--- src/rtl/bdq_pkg.sv ---
// Package with shared types and constants for the byte double-ended queue.
package bdq_pkg;

  // Default number of byte entries in the ring store.
  localparam int unsigned DefDepth = 16;

  // Widths of the fixed transaction fields.
  localparam int unsigned ByteW = 8;
  localparam int unsigned OccW  = 5;

  // Operation requested by one input transaction.
  typedef enum logic [1:0] {
    ModePushFront = 2'd0,
    ModePushBack  = 2'd1,
    ModePopFront  = 2'd2,
    ModePopBack   = 2'd3
  } mode_e;

  // Outcome reported with every result.
  typedef enum logic [1:0] {
    StatusOk    = 2'd0,
    StatusEmpty = 2'd1,
    StatusFull  = 2'd2
  } status_e;

  // Result stage contents handed from the controller to the top level.
  typedef struct packed {
    logic                valid;
    logic                from_ram;
    status_e             status;
    logic [OccW-1:0]     occupancy;
  } res_ctrl_t;

endpackage

--- src/rtl/bdq_ram.sv ---
// Generic single-port synchronous RAM with a registered read.
module bdq_ram #(
  parameter int unsigned Width = 8,
  parameter int unsigned Depth = 16
) (
  input  logic                     clk_i,
  input  logic                     en_i,
  input  logic                     we_i,
  input  logic [$clog2(Depth)-1:0] addr_i,
  input  logic [Width-1:0]         wdata_i,
  output logic [Width-1:0]         rdata_o
);

  logic [Width-1:0] mem_q [Depth];
  logic [Width-1:0] rdata_q;

  // Write port and registered read port share one address.
  always_ff @(posedge clk_i) begin
    if (en_i) begin
      if (we_i) begin
        mem_q[addr_i] <= wdata_i;
      end else begin
        rdata_q <= mem_q[addr_i];
      end
    end
  end

  assign rdata_o = rdata_q;

endmodule

--- src/rtl/bdq_ctrl.sv ---
// Controller holding the front index and entry count and driving the ring store.
module bdq_ctrl #(
  parameter int unsigned Depth = bdq_pkg::DefDepth
) (
  input  logic                     clk_i,
  input  logic                     rst_ni,
  input  logic                     accept_i,
  input  bdq_pkg::mode_e           mode_i,
  input  logic [bdq_pkg::ByteW-1:0] push_byte_i,
  output logic                     mem_en_o,
  output logic                     mem_we_o,
  output logic [$clog2(Depth)-1:0] mem_addr_o,
  output logic [bdq_pkg::ByteW-1:0] mem_wdata_o,
  output bdq_pkg::res_ctrl_t       res_o
);

  import bdq_pkg::*;

  localparam int unsigned IdxW = $clog2(Depth);
  localparam int unsigned CntW = $clog2(Depth + 1);

  logic [IdxW-1:0] front_q, front_d;
  logic [CntW-1:0] count_q, count_d;
  res_ctrl_t       res_q, res_d;

  logic            full;
  logic            empty;
  logic [IdxW-1:0] front_dec;
  logic [IdxW-1:0] front_inc;
  logic [IdxW-1:0] back_pos;
  logic [IdxW-1:0] last_pos;

  // Ring position a given number of entries behind the front, wrapping once.
  function automatic logic [IdxW-1:0] ring_pos(input logic [IdxW-1:0] front,
                                               input logic [IdxW-1:0] off);
    logic [IdxW:0] sum;
    sum = {1'b0, front} + {1'b0, off};
    if (sum >= (IdxW+1)'(Depth)) begin
      sum = sum - (IdxW+1)'(Depth);
    end
    return sum[IdxW-1:0];
  endfunction

  // Queue bounds and the ring positions every operation may need.
  assign full      = (count_q == CntW'(Depth));
  assign empty     = (count_q == '0);
  assign front_dec = (front_q == '0) ? IdxW'(Depth - 1) : front_q - IdxW'(1);
  assign front_inc = ring_pos(front_q, IdxW'(1));
  assign back_pos  = ring_pos(front_q, count_q[IdxW-1:0]);
  assign last_pos  = ring_pos(front_q, IdxW'(count_q - CntW'(1)));

  // Next state, memory request and result for the transaction being accepted.
  always_comb begin
    front_d       = front_q;
    count_d       = count_q;
    mem_en_o      = 1'b0;
    mem_we_o      = 1'b0;
    mem_addr_o    = front_q;
    mem_wdata_o   = push_byte_i;
    res_d         = '0;
    res_d.status  = StatusOk;
    if (accept_i) begin
      res_d.valid = 1'b1;
      case (mode_i)
        ModePushFront: begin
          if (full) begin
            res_d.status = StatusFull;
          end else begin
            front_d    = front_dec;
            count_d    = count_q + CntW'(1);
            mem_en_o   = 1'b1;
            mem_we_o   = 1'b1;
            mem_addr_o = front_dec;
          end
        end
        ModePushBack: begin
          if (full) begin
            res_d.status = StatusFull;
          end else begin
            count_d    = count_q + CntW'(1);
            mem_en_o   = 1'b1;
            mem_we_o   = 1'b1;
            mem_addr_o = back_pos;
          end
        end
        ModePopFront: begin
          if (empty) begin
            res_d.status = StatusEmpty;
          end else begin
            front_d        = front_inc;
            count_d        = count_q - CntW'(1);
            mem_en_o       = 1'b1;
            mem_addr_o     = front_q;
            res_d.from_ram = 1'b1;
          end
        end
        default: begin
          if (empty) begin
            res_d.status = StatusEmpty;
          end else begin
            count_d        = count_q - CntW'(1);
            mem_en_o       = 1'b1;
            mem_addr_o     = last_pos;
            res_d.from_ram = 1'b1;
          end
        end
      endcase
    end
    // Occupancy is the new count truncated to the occupancy field width.
    res_d.occupancy = OccW'(count_d);
  end

  // Ring indices, count and the result stage.
  always_ff @(posedge clk_i or negedge rst_ni) begin
    if (!rst_ni) begin
      front_q <= '0;
      count_q <= '0;
      res_q   <= '0;
    end else begin
      front_q <= front_d;
      count_q <= count_d;
      res_q   <= res_d;
    end
  end

  assign res_o = res_q;

endmodule

--- src/rtl/byte_double_ended_queue_top.sv ---
// Top level of the byte double-ended queue: a ring store with front index and count.
//
// One operation (push front, push back, pop front, pop back) is accepted on every
// clock edge at which start is high; busy is never raised. Each transaction gives
// exactly one result, shown on the result ports with valid_o high for one cycle, in the
// cycle after acceptance, through the result stage register and the registered read
// of the ring store memory. The receiver cannot stall results. A pop from an empty queue or a push to
// a full one reports its status and leaves the queue untouched. The store needs no
// clearing after reset, since only entries inside the count are ever read.
module byte_double_ended_queue_top #(
  parameter int unsigned DEPTH = bdq_pkg::DefDepth
) (
  input  logic                          clk_i,
  input  logic                          rst_ni,
  input  logic                          start,
  output logic                          busy,
  input  bdq_pkg::mode_e                mode_i,
  input  logic [bdq_pkg::ByteW-1:0]     push_byte_i,
  output logic                          valid_o,
  output logic [bdq_pkg::ByteW-1:0]     popped_byte_o,
  output bdq_pkg::status_e              status_o,
  output logic [bdq_pkg::OccW-1:0]      occupancy_o
);

  import bdq_pkg::*;

  localparam int unsigned IdxW = $clog2(DEPTH);

  logic             accept;
  logic             mem_en;
  logic             mem_we;
  logic [IdxW-1:0]  mem_addr;
  logic [ByteW-1:0] mem_wdata;
  logic [ByteW-1:0] mem_rdata;
  res_ctrl_t        res;

  // Every operation updates the state registers when it is accepted, so busy is never raised.
  assign busy   = 1'b0;
  assign accept = start & ~busy;

  bdq_ctrl #(
    .Depth (DEPTH)
  ) u_ctrl (
    .clk_i       (clk_i),
    .rst_ni      (rst_ni),
    .accept_i    (accept),
    .mode_i      (mode_i),
    .push_byte_i (push_byte_i),
    .mem_en_o    (mem_en),
    .mem_we_o    (mem_we),
    .mem_addr_o  (mem_addr),
    .mem_wdata_o (mem_wdata),
    .res_o       (res)
  );

  bdq_ram #(
    .Width (ByteW),
    .Depth (DEPTH)
  ) u_ring (
    .clk_i   (clk_i),
    .en_i    (mem_en),
    .we_i    (mem_we),
    .addr_i  (mem_addr),
    .wdata_i (mem_wdata),
    .rdata_o (mem_rdata)
  );

  // Result ports; the popped byte is the memory read register, or zero unless a pop read the ring.
  assign valid_o       = res.valid;
  assign popped_byte_o = res.from_ram ? mem_rdata : '0;
  assign status_o      = res.status;
  assign occupancy_o   = res.occupancy;

endmodule

--- config.mk ---
export PLATFORM = sky130hd
export DESIGN_NAME = byte_double_ended_queue_top
export DESIGN_NICKNAME = d
export VERILOG_FILES = /design/src/rtl/bdq_pkg.sv /design/src/rtl/bdq_ram.sv /design/src/rtl/bdq_ctrl.sv /design/src/rtl/byte_double_ended_queue_top.sv
export SDC_FILE = /design/constraint.sdc
export NUM_CORES = 1
export LEC_CHECK = 0
export ABC_AREA = 0
export BUFFER_PORTS_ARGS = -buffer_cell sky130_fd_sc_hd__buf_2
export CAP_MARGIN = 20
export CORE_ASPECT_RATIO = 0.5
export CORE_MARGIN = 2
export CORE_UTILIZATION = 27
export DETAILED_ROUTE_END_ITERATION = 8
export GPL_ROUTABILITY_DRIVEN = 0
export SETUP_SLACK_MARGIN = 0.15
export SLEW_MARGIN = 20
export SYNTH_ARGS = -nofsm -noshare
export SYNTH_HDL_FRONTEND = slang
export SYNTH_SLANG_ARGS = --single-unit
export TNS_END_PERCENT = 30
--- constraint.sdc ---
create_clock -name clk_i -period 6.35 [get_ports clk_i]
set_clock_uncertainty 0.1 [all_clocks]
set_input_delay 0.635 -clock clk_i [delete_from_list [all_inputs] [get_ports clk_i]]
set_output_delay 0.635 -clock clk_i [all_outputs]
set_load 0.01 [all_outputs]
==> summary.txt <==
CTS
  – TritonCTS clock tree: built
  – Reg clk slew, reported paths: 60 ps
  – CTS resizes: 0
  – Clock Path Buffers: 2
  – Post-CTS Repair Setup Buffers: 0
  – H-tree levels: 4
  – Hold buffer count at CTS: 0
  – Clk_lat worst skew: 420 ps
  – Clock root buffer: clkbuf_16
  – CTS buffer count: 17
  – Clock sink count: 149

Timing
  – Final worst slack: 1950 ps
  – Setup_tns: 0 ps
  – Hold Vio Cnt, Final: 0
  – RSZ-0062 raised after global routing: no
  – Crit path time final: 4400 ps
  – Worst-Margin Slew: 1080 ps
  – Hold Slack: 7.32 ps
  – Pins Over Slew Limit: 0
  – Number of setup violations in the final report: 0
  – Slew HR: 0.279
  – Max Clk Rate: 227 MHz
  – Period utilization: 0.693

Finish
  – Fin cells: 831
  – Area of the multi-input gates: 2160 µm²
  – Final-layout fill cell count: 2375
  – Area Overhead vs Synth: 14.7%
  – Antenna cells: 0
  – Reg area: 4410 µm²
  – Final net count: 508
  – Share of layout cells above drive strength 1: 0.162

Routing
  – Met3 wire length: 668 µm
  – Via count: 3812
  – Vias/cell: 4.59
  – Metal-1 WL: 6760 µm
  – Routed wire length per instance: 17.3 µm
  – Drt total wl: 14300 µm
  – DRC: 0
  – Number of routed nets with antenna violations: 0
  – Iter 0 DRT Violations: 291
  – Met2 wire length: 6810 µm
  – Pre-antenna DRT Iters: 5
  – Max layer used: met4

Critical path
  – Crit path required time: 6290 ps
  – Critical path peak fanout: 76
  – WP data arrival: 4340 ps
  – Setup CP Type: flip-flop to flip-flop
  – Crit. End Element: flip-flop
  – CP Launch Type: flip-flop

Floorplan
  – Die area: 26400 µm²
  – Core ar.: 24300 µm²
  – # IOs: 30
  – Site row count: 40
  – Die X: 228 µm
  – Initial core utilization: 0.278
  – Die Ht: 116 µm

Status
  – Status: completed

Logic synthesis
  – Seq/Total Area, Yosys: 0.651
  – Most used flip-flop cell after synthesis: edfxtp_1
  – Syn Area/Cell: 14.6 µm²
  – Number of synthesized flops with an enable pin: 136
  – Syn. warnings: 0
  – Post-synthesis cell count: 465
  – Syn_nets: 491
  – Post-synthesis instance area: 6770 µm²
  – Synth Register Bits: 149
  – Yosys cell types: 51
  – Share of synthesized registers carrying an async set or reset: 0.0872

Placement
  – Detailed Place HPWL: 9150 µm
  – Pre-CTS setup slack: 1930 ps
  – Dpl cells: 799
  – Port bufs: 28

Power
  – Worst vdd ir: 0.257 mV
  – Static leakage: 2.72 nW
  – Pwr dens: 463 nW/µm²

Run
  – Max_cap viols: 0

Global route
  – Global-route wire length before repair: 21900 µm
  – Vias in the first global route: 3731
  – Initial antenna violation count: 0
  – Gr usage total: 0.112
  – GR Overflow Total: 0
  – Largest net degree at the start of global routing: 77

Min path
  – HP Class: input pin to asynchronous set/reset pin
-- cell type report --
type	count	area share
clock buffer	18	0.0552
tap	336	0.0541
sequential	149	0.567
multi-input combinational	276	0.278
inverter	8	0.00386
timing repair buffer	30	0.0200
clock inverter	14	0.0219
-- cells by family after synthesis --
family          count (synthesis)  synth area share
simple gates                  114            0.0927
mux                            69             0.112
flops                         149             0.651
fa+ha+maj                      13            0.0262
xor+xnor                        9            0.0116
compound gates                 70            0.0728
buf+inv                        40            0.0329
other cells                     1          0.000554
-- synth_stat cells (all sizes together), types with 2 or more instances --
master / instances / share of area
a211o: 2 / 0.0026
a211oi: 29 / 0.032
a21oi: 12 / 0.0089
a31oi: 2 / 0.0018
and2: 8 / 0.0074
and3: 4 / 0.0037
buf: 22 / 0.023
clkbuf: 10 / 0.0057
dfrtp: 13 / 0.048
edfxtp: 136 / 0.60
fa: 2 / 0.0059
ha: 11 / 0.020
inv: 8 / 0.0044
mux2: 15 / 0.025
mux2i: 50 / 0.074
mux4: 4 / 0.013
nand2: 13 / 0.0072
nand2b: 10 / 0.0092
nand3: 12 / 0.0089
nor2: 28 / 0.016
nor2b: 19 / 0.018
nor3: 2 / 0.0015
nor4: 2 / 0.0018
o211ai: 2 / 0.0022
o21ai: 6 / 0.0044
o22ai: 8 / 0.0074
or2: 3 / 0.0028
or3: 8 / 0.0074
xnor2: 2 / 0.0026
xor2: 7 / 0.0091
-- metrics by stage --
stage           util  power (mW)  cell area (µm²)
2_1_floorplan      -        2.31             6770
3_3_place_gp   0.295        2.60             7170
3_5_place_dp   0.295        2.62             7170
4_1_cts        0.319        3.63             7770
5_1_grt        0.319        3.81             7770
6_report       0.319        3.60             7770
-- power by group --
| group | internal (mW) | switching (mW) | leakage [nW] |
|---|---|---|---|
| sequential | 1.20 | 0.105 | 1.39 |
| combinational | 0.536 | 0.744 | 1.04 |
| clock | 0.593 | 0.422 | 0.291 |
| total | 2.33 | 1.27 | 2.72 |
-- worst paths after layout --
check,startpoint,to,slack (ps),cells past startpoint
worst max-delay path,u_ctrl.count_q[1]$_DFFE_PN0P_,u_ring.mem_q[3][3]$_DFFE_PP_,1950,9
worst min-delay path,rst_ni,u_ctrl.count_q[0]$_DFFE_PN0P_,7,1
worst max register to register,u_ctrl.count_q[1]$_DFFE_PN0P_,u_ring.mem_q[3][3]$_DFFE_PP_,1950,9
worst min register to register,u_ctrl.count_q[4]$_DFFE_PN0P_,u_ctrl.count_q[4]$_DFFE_PN0P_,520,1
max in group asynchronous,rst_ni,u_ctrl.front_q[1]$_DFFE_PN0P_,5900,1
min in group clk_i,start,u_ctrl.res_o[8]$_DFF_PN0_,390,1
-- cells in the final DEF, fill, tap and decap left out, types with 3 or more instances in the layout --
cell,count
a21oi_1,12
or3_1,8
dfrtp_1,13
o22ai_1,8
nand2b_1,10
o21ai_0,6
buf_2,28
mux2_1,7
inv_6,3
edfxtp_1,136
and2_1,8
mux4_2,4
ha_1,11
nor2b_1,19
and3_1,4
mux2_2,8
inv_8,3
inv_1,8
xor2_1,7
nand3_1,12
clkbuf_16,17
nor2_1,28
a211oi_1,29
mux2i_1,50
nand2_1,13
-- registers in the layout (all words and copies together), names as in the netlist --
register	count
u_ring.rdata_o	8
u_ctrl.count_q	5
u_ring.mem_q	128
u_ctrl.res_o	4
u_ctrl.front_q	4
-- critical path, stage by stage (launching register included) --
cell	delay (ps)
dfrtp_1	540
inv_1	140
ha_1	350
fa_1	470
nand3_1	90
mux2i_1	110
nor4bb_4	290
buf_4	830
nand4b_1	360
nor2_1	720
-- metal layers --
metal | global-route usage | vias up
li1 | - | 1802
met2 | 0.181 | 91
met1 | 0.149 | 1912
met5 | 0 | -
met4 | 0.0322 | 0
met3 | 0.0303 | 7
Power figures use the tool's default switching activity.
